[src/hdl/hsvtb_pkg.sv]
`default_nettype none
package hsvtb_pkg;

   // divider geometry: 24-bit dividend, 8-bit divisor, 4 quotient bits per stage
   localparam int DIV_NUM_W  = 24;
   localparam int DIV_DEN_W  = 8;
   localparam int DIV_STEPS  = 4;
   localparam int DIV_STAGES = DIV_NUM_W / DIV_STEPS;
   localparam int DIV_LANES  = 3;

   // division lanes
   localparam int LANE_BASE_SAT = 0;
   localparam int LANE_TINT_SAT = 1;
   localparam int LANE_TINT_HUE = 2;

   localparam logic [19:0] HUE_SPAN = 20'd65535;
   localparam logic [7:0]  CH_MAX   = 8'd255;
   localparam logic [7:0]  OVL_MID  = 8'd127;

   // reciprocals: x/255 == (x*M255)>>31 for x < 2^24, x/127 == (x*M127)>>22 for x < 33554
   localparam logic [23:0] M255 = 24'd8421505;
   localparam logic [15:0] M127 = 16'd33027;

   localparam logic [2:0] SEC_0 = 3'd0;
   localparam logic [2:0] SEC_1 = 3'd1;
   localparam logic [2:0] SEC_2 = 3'd2;
   localparam logic [2:0] SEC_3 = 3'd3;
   localparam logic [2:0] SEC_4 = 3'd4;
   localparam logic [2:0] SEC_5 = 3'd5;

   typedef struct packed {
      logic [7:0] hi;
      logic [7:0] lo;
      logic [7:0] md;
      logic [2:0] sec;
   } prep_type;

   // travels alongside the divider
   typedef struct packed {
      logic [7:0] alpha;
      logic [7:0] base_v;
      logic [7:0] tint_v;
      logic [2:0] tint_sec;
      logic       base_grey;
      logic       tint_grey;
   } side_type;

   function automatic prep_type prep(input logic [7:0] r, input logic [7:0] g,
                                     input logic [7:0] b);
      prep_type o;
      logic [7:0] lo;
      logic [7:0] hi;
      lo = (r < g) ? r : g;
      hi = (r > g) ? r : g;
      lo = (b < lo) ? b : lo;
      hi = (b > hi) ? b : hi;
      o.hi = hi;
      o.lo = lo;
      // majority-vote median
      if ((r > g) != (r > b)) begin
         o.md = r;
      end else if ((g < r) != (g < b)) begin
         o.md = g;
      end else begin
         o.md = b;
      end
      if (hi == r && lo == b) begin
         o.sec = SEC_0;
      end else if (hi == g && lo == b) begin
         o.sec = SEC_1;
      end else if (hi == g && lo == r) begin
         o.sec = SEC_2;
      end else if (hi == b && lo == r) begin
         o.sec = SEC_3;
      end else if (hi == b && lo == g) begin
         o.sec = SEC_4;
      end else begin
         o.sec = SEC_5;
      end
      return o;
   endfunction

endpackage
`default_nettype wire

[src/hdl/hsvtb_div.sv]
`default_nettype none
// Pipelined restoring divider, several independent lanes, side data carried along.
module hsvtb_div #(
   parameter int LANES = 3,
   parameter int TAG_W = 8
) (
   input  wire logic                                            clock,
   input  wire logic                                            reset,
   input  wire logic                                            enable,
   input  wire logic                                            in_valid,
   input  wire logic [LANES-1:0][hsvtb_pkg::DIV_NUM_W-1:0]      in_num,
   input  wire logic [LANES-1:0][hsvtb_pkg::DIV_DEN_W-1:0]      in_den,
   input  wire logic [TAG_W-1:0]                                in_tag,
   output logic                                                 out_valid,
   output logic      [LANES-1:0][hsvtb_pkg::DIV_NUM_W-1:0]      out_quo,
   output logic      [TAG_W-1:0]                                out_tag
);
   localparam int NS = hsvtb_pkg::DIV_STAGES;
   localparam int NW = hsvtb_pkg::DIV_NUM_W;
   localparam int DW = hsvtb_pkg::DIV_DEN_W;

   logic [NS-1:0]                          vld_ff;
   logic [NS-1:0][LANES-1:0][DW-1:0]       rem_ff;
   logic [NS-1:0][LANES-1:0][DW-1:0]       rem_in;
   logic [NS-1:0][LANES-1:0][NW-1:0]       work_ff;
   logic [NS-1:0][LANES-1:0][NW-1:0]       work_in;
   logic [NS-1:0][LANES-1:0][DW-1:0]       den_ff;
   logic [NS-1:0][LANES-1:0][DW-1:0]       den_in;
   logic [NS-1:0][TAG_W-1:0]               tag_ff;
   logic [NS-1:0][TAG_W-1:0]               tag_in;

   always_comb begin
      logic [DW:0]   r9;
      logic [DW-1:0] r;
      logic [NW-1:0] w;
      logic [DW-1:0] dn;
      for (int g = 0; g < NS; g++) begin
         tag_in[g] = (g == 0) ? in_tag : tag_ff[(g == 0) ? 0 : g - 1];
         for (int l = 0; l < LANES; l++) begin
            if (g == 0) begin
               r  = '0;
               w  = in_num[l];
               dn = in_den[l];
            end else begin
               r  = rem_ff[g-1][l];
               w  = work_ff[g-1][l];
               dn = den_ff[g-1][l];
            end
            for (int k = 0; k < hsvtb_pkg::DIV_STEPS; k++) begin
               r9 = {r, w[NW-1]};
               w  = {w[NW-2:0], 1'b0};
               if (r9 >= {1'b0, dn}) begin
                  r9   = r9 - {1'b0, dn};
                  w[0] = 1'b1;
               end
               r = r9[DW-1:0];
            end
            rem_in[g][l]  = r;
            work_in[g][l] = w;
            den_in[g][l]  = dn;
         end
      end
   end

   always_ff @(posedge clock) begin
      if (reset) begin
         vld_ff <= '0;
      end else if (enable) begin
         vld_ff <= {vld_ff[NS-2:0], in_valid};
      end
   end

   always_ff @(posedge clock) begin
      if (enable) begin
         rem_ff  <= rem_in;
         work_ff <= work_in;
         den_ff  <= den_in;
         tag_ff  <= tag_in;
      end
   end

   assign out_valid = vld_ff[NS-1];
   assign out_quo   = work_ff[NS-1];
   assign out_tag   = tag_ff[NS-1];

endmodule
`default_nettype wire

[src/hdl/hsv_tint_blend.sv]
`default_nettype none
// Pipeline from req accept to rsp_tvalid: input prep, 6 divider stages,
// 9 blend/convert stages, output register.
// Throughput: one item per cycle; the whole pipe advances whenever the
// output register is empty or being taken, so a stall freezes every stage.
// Reset (synchronous, active high) clears all valid bits; data regs are not reset.
module hsv_tint_blend (
   input  wire logic        clock,
   input  wire logic        reset,
   input  wire logic        req_tvalid,
   output logic             req_tready,
   // base_red, base_green, base_blue, base_alpha, tint_red, tint_green, tint_blue
   input  wire logic [55:0] req_tdata,
   output logic             rsp_tvalid,
   input  wire logic        rsp_tready,
   // out_red, out_green, out_blue, out_alpha
   output logic      [31:0] rsp_tdata
);
   localparam int NL = hsvtb_pkg::DIV_LANES;

   logic adv;
   assign adv        = !rsp_tvalid || rsp_tready;
   assign req_tready = adv;

   // ---------------- P0: min/max/median, dividends ----------------
   hsvtb_pkg::prep_type pb, pt;
   logic [7:0] d_b, d_t, mdlo_t;
   assign pb     = hsvtb_pkg::prep(req_tdata[7:0], req_tdata[15:8], req_tdata[23:16]);
   assign pt     = hsvtb_pkg::prep(req_tdata[39:32], req_tdata[47:40], req_tdata[55:48]);
   assign d_b    = pb.hi - pb.lo;
   assign d_t    = pt.hi - pt.lo;
   assign mdlo_t = pt.md - pt.lo;

   logic                                       p0_vld_ff;
   logic [NL-1:0][hsvtb_pkg::DIV_NUM_W-1:0]    p0_num_ff, p0_num_in;
   logic [NL-1:0][hsvtb_pkg::DIV_DEN_W-1:0]    p0_den_ff, p0_den_in;
   hsvtb_pkg::side_type                        p0_side_ff, p0_side_in;

   always_comb begin
      // saturation = ((d<<16)-1)/hi ; hue fraction = ((md-lo)<<16)/d
      p0_num_in[hsvtb_pkg::LANE_BASE_SAT] = {d_b, 16'd0} - 24'd1;
      p0_den_in[hsvtb_pkg::LANE_BASE_SAT] = pb.hi;
      p0_num_in[hsvtb_pkg::LANE_TINT_SAT] = {d_t, 16'd0} - 24'd1;
      p0_den_in[hsvtb_pkg::LANE_TINT_SAT] = pt.hi;
      p0_num_in[hsvtb_pkg::LANE_TINT_HUE] = {mdlo_t, 16'd0};
      p0_den_in[hsvtb_pkg::LANE_TINT_HUE] = d_t;
      p0_side_in.alpha     = req_tdata[31:24];
      p0_side_in.base_v    = pb.hi;
      p0_side_in.tint_v    = pt.hi;
      p0_side_in.tint_sec  = pt.sec;
      p0_side_in.base_grey = (d_b == 8'd0);
      p0_side_in.tint_grey = (d_t == 8'd0);
   end

   // ---------------- divider ----------------
   logic                                       dv_vld;
   logic [NL-1:0][hsvtb_pkg::DIV_NUM_W-1:0]    dv_quo;
   logic [$bits(hsvtb_pkg::side_type)-1:0]     dv_tag;
   hsvtb_pkg::side_type                        dv_side;

   hsvtb_div #(
      .LANES (NL),
      .TAG_W ($bits(hsvtb_pkg::side_type))
   ) u_div (
      .clock     (clock),
      .reset     (reset),
      .enable    (adv),
      .in_valid  (p0_vld_ff),
      .in_num    (p0_num_ff),
      .in_den    (p0_den_ff),
      .in_tag    (p0_side_ff),
      .out_valid (dv_vld),
      .out_quo   (dv_quo),
      .out_tag   (dv_tag)
   );
   assign dv_side = hsvtb_pkg::side_type'(dv_tag);

   // ---------------- P1: hue, saturation delta, overlay numerator ----------------
   logic [15:0] bs, ts, smin1, y1;
   logic [16:0] frac1;
   logic [19:0] sec20, secbase, hue20;
   logic [7:0]  bv1, tv1, inv1;

   always_comb begin
      bs    = dv_side.base_grey ? 16'd0 : dv_quo[hsvtb_pkg::LANE_BASE_SAT][15:0];
      ts    = dv_side.tint_grey ? 16'd0 : dv_quo[hsvtb_pkg::LANE_TINT_SAT][15:0];
      smin1 = (bs < ts) ? bs : ts;
      y1    = ts - smin1;
      frac1 = dv_quo[hsvtb_pkg::LANE_TINT_HUE][16:0] + 17'd1;
      sec20 = {17'd0, dv_side.tint_sec};
      secbase = (sec20 << 16) - sec20;
      if (dv_side.tint_grey) begin
         hue20 = 20'd0;
      end else if (dv_side.tint_sec[0]) begin
         // odd sector runs backward; fraction may overshoot by up to 2
         hue20 = secbase + hsvtb_pkg::HUE_SPAN - {3'd0, frac1};
      end else begin
         hue20 = secbase + {3'd0, frac1};
      end
      bv1  = dv_side.base_v;
      tv1  = dv_side.tint_v;
      inv1 = hsvtb_pkg::CH_MAX - tv1;
      if (inv1 == 8'd0) begin
         inv1 = 8'd1;
      end
   end

   logic        p1_vld_ff;
   logic [18:0] p1_h_ff;
   logic [15:0] p1_smin_ff;
   logic [22:0] p1_y127_ff;
   logic [14:0] p1_onum_ff;
   logic [7:0]  p1_ofac_ff;
   logic        p1_ohi_ff;
   logic [7:0]  p1_bv_ff;
   logic [7:0]  p1_alpha_ff;
   logic [7:0]  onum_src;
   logic        ohi1;

   assign ohi1     = (bv1 > hsvtb_pkg::OVL_MID);
   assign onum_src = ohi1 ? (hsvtb_pkg::CH_MAX - bv1) : bv1;

   always_ff @(posedge clock) begin
      if (adv) begin
         p1_h_ff     <= hue20[18:0];
         p1_smin_ff  <= smin1;
         p1_y127_ff  <= ({7'd0, y1} << 7) - {7'd0, y1};
         p1_onum_ff  <= ({7'd0, onum_src} << 8) - {7'd0, onum_src};
         p1_ofac_ff  <= ohi1 ? inv1 : tv1;
         p1_ohi_ff   <= ohi1;
         p1_bv_ff    <= bv1;
         p1_alpha_ff <= dv_side.alpha;
      end
   end

   // ---------------- P2: divide by 255 and by 127 ----------------
   logic [46:0] sq_prod;
   logic [30:0] oa_prod;
   assign sq_prod = {24'd0, p1_y127_ff} * {23'd0, hsvtb_pkg::M255};
   assign oa_prod = {16'd0, p1_onum_ff} * {15'd0, hsvtb_pkg::M127};

   logic        p2_vld_ff;
   logic [18:0] p2_h_ff;
   logic [15:0] p2_smin_ff, p2_sq_ff;
   logic [7:0]  p2_oa_ff, p2_ofac_ff, p2_bv_ff, p2_alpha_ff;
   logic        p2_ohi_ff;

   always_ff @(posedge clock) begin
      if (adv) begin
         p2_h_ff     <= p1_h_ff;
         p2_smin_ff  <= p1_smin_ff;
         p2_sq_ff    <= sq_prod[46:31];
         p2_oa_ff    <= oa_prod[29:22];
         p2_ofac_ff  <= p1_ofac_ff;
         p2_ohi_ff   <= p1_ohi_ff;
         p2_bv_ff    <= p1_bv_ff;
         p2_alpha_ff <= p1_alpha_ff;
      end
   end

   // ---------------- P3: saturation done, overlay product ----------------
   logic        p3_vld_ff;
   logic [18:0] p3_h_ff;
   logic [15:0] p3_s_ff, p3_ot_ff;
   logic [7:0]  p3_bv_ff, p3_alpha_ff;
   logic        p3_ohi_ff;

   always_ff @(posedge clock) begin
      if (adv) begin
         p3_h_ff     <= p2_h_ff;
         p3_s_ff     <= p2_smin_ff + p2_sq_ff;
         p3_ot_ff    <= {8'd0, p2_oa_ff} * {8'd0, p2_ofac_ff};
         p3_ohi_ff   <= p2_ohi_ff;
         p3_bv_ff    <= p2_bv_ff;
         p3_alpha_ff <= p2_alpha_ff;
      end
   end

   // ---------------- P4: overlay product / 255 ----------------
   logic [39:0] oq_prod;
   assign oq_prod = {24'd0, p3_ot_ff} * {16'd0, hsvtb_pkg::M255};

   logic        p4_vld_ff;
   logic [18:0] p4_h_ff;
   logic [15:0] p4_s_ff;
   logic [7:0]  p4_oq_ff, p4_bv_ff, p4_alpha_ff;
   logic        p4_ohi_ff;

   always_ff @(posedge clock) begin
      if (adv) begin
         p4_h_ff     <= p3_h_ff;
         p4_s_ff     <= p3_s_ff;
         p4_oq_ff    <= oq_prod[38:31];
         p4_ohi_ff   <= p3_ohi_ff;
         p4_bv_ff    <= p3_bv_ff;
         p4_alpha_ff <= p3_alpha_ff;
      end
   end

   // ---------------- P5: overlay value, signed step toward it ----------------
   logic [7:0] ov5, mag5;
   logic       neg5;
   always_comb begin
      // both arms already land in 0..255, clamp is a no-op
      ov5  = p4_ohi_ff ? (hsvtb_pkg::CH_MAX - p4_oq_ff) : p4_oq_ff;
      neg5 = (ov5 < p4_bv_ff);
      mag5 = neg5 ? (p4_bv_ff - ov5) : (ov5 - p4_bv_ff);
   end

   logic        p5_vld_ff;
   logic [18:0] p5_h_ff;
   logic [15:0] p5_s_ff;
   logic [14:0] p5_m127_ff;
   logic        p5_neg_ff;
   logic [7:0]  p5_bv_ff, p5_alpha_ff;

   always_ff @(posedge clock) begin
      if (adv) begin
         p5_h_ff     <= p4_h_ff;
         p5_s_ff     <= p4_s_ff;
         p5_m127_ff  <= ({7'd0, mag5} << 7) - {7'd0, mag5};
         p5_neg_ff   <= neg5;
         p5_bv_ff    <= p4_bv_ff;
         p5_alpha_ff <= p4_alpha_ff;
      end
   end

   // ---------------- P6: step / 255 (truncates toward zero) ----------------
   logic [38:0] vq_prod;
   assign vq_prod = {24'd0, p5_m127_ff} * {15'd0, hsvtb_pkg::M255};

   logic        p6_vld_ff;
   logic [18:0] p6_h_ff;
   logic [15:0] p6_s_ff;
   logic [7:0]  p6_vq_ff, p6_bv_ff, p6_alpha_ff;
   logic        p6_neg_ff;

   always_ff @(posedge clock) begin
      if (adv) begin
         p6_h_ff     <= p5_h_ff;
         p6_s_ff     <= p5_s_ff;
         p6_vq_ff    <= vq_prod[38:31];
         p6_neg_ff   <= p5_neg_ff;
         p6_bv_ff    <= p5_bv_ff;
         p6_alpha_ff <= p5_alpha_ff;
      end
   end

   // ---------------- P7: value, output sector and fraction ----------------
   logic [19:0] h7, f20;
   logic [2:0]  sec7;
   logic [15:0] f7;
   always_comb begin
      h7 = {1'b0, p6_h_ff};
      if (h7 < hsvtb_pkg::HUE_SPAN) begin
         sec7 = hsvtb_pkg::SEC_0;
      end else if (h7 < 20'd2 * hsvtb_pkg::HUE_SPAN) begin
         sec7 = hsvtb_pkg::SEC_1;
      end else if (h7 < 20'd3 * hsvtb_pkg::HUE_SPAN) begin
         sec7 = hsvtb_pkg::SEC_2;
      end else if (h7 < 20'd4 * hsvtb_pkg::HUE_SPAN) begin
         sec7 = hsvtb_pkg::SEC_3;
      end else if (h7 < 20'd5 * hsvtb_pkg::HUE_SPAN) begin
         sec7 = hsvtb_pkg::SEC_4;
      end else begin
         sec7 = hsvtb_pkg::SEC_5;
      end
      f20 = h7 - ((({17'd0, sec7}) << 16) - {17'd0, sec7});
      f7  = f20[15:0];
      if (f7 == 16'd0) begin
         f7 = 16'd1;
      end
      if (sec7[0]) begin
         f7 = hsvtb_pkg::HUE_SPAN[15:0] - f7;
      end
   end

   logic        p7_vld_ff;
   logic [15:0] p7_s_ff, p7_f_ff;
   logic [7:0]  p7_v_ff, p7_alpha_ff;
   logic [2:0]  p7_sec_ff;

   always_ff @(posedge clock) begin
      if (adv) begin
         p7_s_ff     <= p6_s_ff;
         p7_f_ff     <= f7;
         p7_sec_ff   <= sec7;
         p7_v_ff     <= p6_neg_ff ? (p6_bv_ff - p6_vq_ff) : (p6_bv_ff + p6_vq_ff);
         p7_alpha_ff <= p6_alpha_ff;
      end
   end

   // ---------------- P8: chroma span d = (s*v)>>16 + 1 ----------------
   logic [23:0] sv_prod;
   assign sv_prod = {8'd0, p7_s_ff} * {16'd0, p7_v_ff};

   logic        p8_vld_ff;
   logic [15:0] p8_f_ff;
   logic [7:0]  p8_d_ff, p8_v_ff, p8_alpha_ff;
   logic [2:0]  p8_sec_ff;
   logic        p8_grey_ff;

   always_ff @(posedge clock) begin
      if (adv) begin
         p8_f_ff     <= p7_f_ff;
         p8_d_ff     <= sv_prod[23:16] + 8'd1;
         p8_v_ff     <= p7_v_ff;
         p8_sec_ff   <= p7_sec_ff;
         p8_grey_ff  <= (p7_s_ff == 16'd0) || (p7_v_ff == 8'd0);
         p8_alpha_ff <= p7_alpha_ff;
      end
   end

   // ---------------- P9: min channel and ramp product ----------------
   logic [23:0] fd_prod;
   assign fd_prod = {8'd0, p8_f_ff} * {16'd0, p8_d_ff};

   logic        p9_vld_ff;
   logic [7:0]  p9_m_ff, p9_fd_ff, p9_v_ff, p9_alpha_ff;
   logic [2:0]  p9_sec_ff;
   logic        p9_grey_ff;

   always_ff @(posedge clock) begin
      if (adv) begin
         p9_m_ff     <= p8_v_ff - p8_d_ff;
         p9_fd_ff    <= fd_prod[23:16];
         p9_v_ff     <= p8_v_ff;
         p9_sec_ff   <= p8_sec_ff;
         p9_grey_ff  <= p8_grey_ff;
         p9_alpha_ff <= p8_alpha_ff;
      end
   end

   // ---------------- output register: channel select ----------------
   logic [7:0] c10, rr, rg, rb;
   always_comb begin
      c10 = p9_fd_ff + p9_m_ff;
      if (p9_grey_ff) begin
         rr = p9_v_ff;
         rg = p9_v_ff;
         rb = p9_v_ff;
      end else begin
         case (p9_sec_ff)
            hsvtb_pkg::SEC_0: begin rr = p9_v_ff; rg = c10;     rb = p9_m_ff; end
            hsvtb_pkg::SEC_1: begin rr = c10;     rg = p9_v_ff; rb = p9_m_ff; end
            hsvtb_pkg::SEC_2: begin rr = p9_m_ff; rg = p9_v_ff; rb = c10;     end
            hsvtb_pkg::SEC_3: begin rr = p9_m_ff; rg = c10;     rb = p9_v_ff; end
            hsvtb_pkg::SEC_4: begin rr = c10;     rg = p9_m_ff; rb = p9_v_ff; end
            default: begin rr = p9_v_ff; rg = p9_m_ff; rb = c10; end
         endcase
      end
   end

   logic        rsp_vld_ff;
   logic [31:0] rsp_data_ff;

   always_ff @(posedge clock) begin
      if (adv) begin
         p0_num_ff   <= p0_num_in;
         p0_den_ff   <= p0_den_in;
         p0_side_ff  <= p0_side_in;
         rsp_data_ff <= {p9_alpha_ff, rb, rg, rr};
      end
   end

   // valid bits march with the data
   always_ff @(posedge clock) begin
      if (reset) begin
         p0_vld_ff  <= 1'b0;
         p1_vld_ff  <= 1'b0;
         p2_vld_ff  <= 1'b0;
         p3_vld_ff  <= 1'b0;
         p4_vld_ff  <= 1'b0;
         p5_vld_ff  <= 1'b0;
         p6_vld_ff  <= 1'b0;
         p7_vld_ff  <= 1'b0;
         p8_vld_ff  <= 1'b0;
         p9_vld_ff  <= 1'b0;
         rsp_vld_ff <= 1'b0;
      end else if (adv) begin
         p0_vld_ff  <= req_tvalid;
         p1_vld_ff  <= dv_vld;
         p2_vld_ff  <= p1_vld_ff;
         p3_vld_ff  <= p2_vld_ff;
         p4_vld_ff  <= p3_vld_ff;
         p5_vld_ff  <= p4_vld_ff;
         p6_vld_ff  <= p5_vld_ff;
         p7_vld_ff  <= p6_vld_ff;
         p8_vld_ff  <= p7_vld_ff;
         p9_vld_ff  <= p8_vld_ff;
         rsp_vld_ff <= p9_vld_ff;
      end
   end

   assign rsp_tvalid = rsp_vld_ff;
   assign rsp_tdata  = rsp_data_ff;

endmodule
`default_nettype wire

[config.mk]
export PLATFORM = sky130hd
export DESIGN_NAME = hsv_tint_blend
export DESIGN_NICKNAME = d
export VERILOG_FILES = /design/src/hdl/hsvtb_pkg.sv /design/src/hdl/hsvtb_div.sv /design/src/hdl/hsv_tint_blend.sv
export SDC_FILE = /design/constraint.sdc
export NUM_CORES = 2
export LEC_CHECK = 0
export ABC_AREA = 0
export BUFFER_PORTS_ARGS = -buffer_cell sky130_fd_sc_hd__buf_4
export CAP_MARGIN = 15
export CORE_ASPECT_RATIO = 0.8
export CORE_UTILIZATION = 32
export CTS_BUF_LIST = sky130_fd_sc_hd__clkbuf_2
export DETAILED_ROUTE_END_ITERATION = 7
export PLACE_DENSITY_LB_ADDON = 0.3
export SYNTH_ARGS = -nofsm -noshare
export SYNTH_HDL_FRONTEND = slang
export SYNTH_HIERARCHICAL = 1
export SYNTH_SLANG_ARGS = --single-unit
[constraint.sdc]
create_clock -name clock -period 71.9 [get_ports clock]
set_clock_uncertainty 0.1 [all_clocks]
set_input_delay 7.19 -clock clock [delete_from_list [all_inputs] [get_ports clock]]
set_output_delay 7.19 -clock clock [all_outputs]
set_load 0.02 [all_outputs]
==> impl_results.md <==
* Final setup vio count at 0
* Pre-antenna DRT Iters at 6
* RSZ-0062 raised after global routing: false
* Hold WC Path Type: flop to flop
* CTS tree: built
* Final TNS setup at 0 ns
* Post-CTS Setup Bufs at 0
* Final WL at 207 mm
* GPL Wtd Cong at 0.853
* Crit share post-route at 0.225
* Maximum clock frequency at 61.8 MHz
* Total GRT Usage at 0.130
* Nets at 10900
* Largest stage delay, worst path at 0.77 ns
* Syn Std Cell Area at 99400 sq um
* Post_cts resized at 0
* Post-synthesis to final-layout area growth at 8.67%
* Die Y at 500 um
* Count of pins over their slew limit at 0
* Worst skew pair latency at 1.57 ns
* Via/cell ratio at 4.80
* DRT met1 WL at 104 mm
* Layout cell share with drive strength beyond 1 at 0.111
* Met3 wire length at 8.40 mm
* Worst slew margin at 0.229
* Longest Clk Path Bufs at 4
* Core area at 308000 sq um
* GRT Residual Overflow at 0
* Placement Cell Area at 105000 sq um
* Worst EP arrival at 8.90 ns
* Slowest library cell on the worst path: nor2b_1
* Fin util at 0.351
* Post-Synthesis Cells at 8886
* Die W at 625 um
* Die footprint at 313000 sq um
* Initial Utilization at 0.323
* CP Class: input pin to output pin
* Post-layout min period at 16.19 ns
* Worst-margin pin slew at 1.16 ns
* WL per Instance at 15.2 um
* Fin. Hold Viols at 0
* CP Max Fanout at 102
* Avg Cell Area, Syn at 11.2 sq um
* First-pass GRT wire length at 338 mm
* TritonCTS Buffers at 372
* CTS clk-pin slew, worst paths at 0.10 ns
* CTS hold repair buffers at 0
* Vias in the first global route at 66600
* I/O pins at 94
* Highest metal used: met4
* Required time of the critical path at 64.61 ns
* Status: finished, final reports clean
* Met2 WL at 89.9 mm
* Max-cap violation count at 0
* Via count at 65400
* DPL Wire Length at 155 mm
* Final Cell Area at 108000 sq um
* DRC Markers at 0
* Antenna viol nets, final at 0
* Initial DRC count at 3633
* CP startpoint kind: input pin
* Clock sinks at 1397
* CTS H-tree depth at 5
* PortBufs at 93
* Syn. warnings at 6
* Rows at 182
* CP endpoint kind: output pin
* Worst path most repeated cell: buf_4
* Root Buffer: clkbuf_2
* Largest net degree at the start of global routing at 167
* Initial antenna violation count at 6
* CP Cell Sequence: buf_4 -> nor2b_1 -> inv_8 -> buf_4
## sequential cells by signal (all words and copies together), names as in the netlist, 23 cells and up
signal and flops:
p0_num_ff 24, p0_side_ff 29, p1_y127_ff 23, rsp_tdata 32, u_div/den_ff 120, u_div/out_quo 49, u_div/out_tag 29, u_div/rem_ff 120
u_div/tag_ff 145, u_div/work_ff 256
## final timing paths
kind	endpoint	slack, ns	from	cells past startpoint
worst max register to register	u_div/rem_ff[70]	60.92	u_div/den_ff[41]	37
worst max-delay path	req_tready	55.71	rsp_tready	4
worst min register to register	u_div/tag_ff[46]	0.25	u_div/tag_ff[17]	0
worst min-delay path	u_div/tag_ff[46]	0.25	u_div/tag_ff[17]	0
## cell usage in the layout, fill, tap and decap left out, drive strengths merged, types with 201 or more instances in the layout
| cell | n |
|---|---|
| nand2 | 506 |
| ha | 1275 |
| edfxtp | 1380 |
| a21oi | 482 |
| nor2 | 468 |
| o21ai | 419 |
| clkbuf | 508 |
| and2 | 201 |
| fa | 308 |
| mux2 | 283 |
| inv | 998 |
| xnor2 | 414 |
## metrics by stage
stage | cells | setup slack, ns | hold slack (ns)
floorplan | 8932 | 19.72 | 0.300
global placement | 13000 | 55.72 | 0.300
detailed placement | 13000 | 55.67 | 0.305
CTS | 13600 | 55.67 | 0.215
global route | 13600 | 55.47 | 0.258
finish | 13600 | 55.71 | 0.254
## critical path, delay by kind of cell
kind / cells / cell delay [ns]
buffers and inverters: 3 / 0.91
and+or+nand+nor: 1 / 0.77
## cell type report
type / count / area [sq um]
fill: 30400 / 200000
multi-input combinational: 6343 / 53000
sequential: 1397 / 41800
tap: 4140 / 5180
inverter: 994 / 3740
clock buffer: 508 / 2540
timing repair buffer: 130 / 988
clock inverter: 118 / 762
antenna: 1 / 2.50
## layer usage
metal | GRT usage | up-vias
met5 | 0 | -
met1 | 0.185 | 31200
met3 | 0.0204 | 316
met2 | 0.202 | 1145
li1 | - | 32700
met4 | 0.0383 | 0
Power is not shown: default switching activity piles up to over one toggle a cycle in this logic, so the estimate is an artifact.
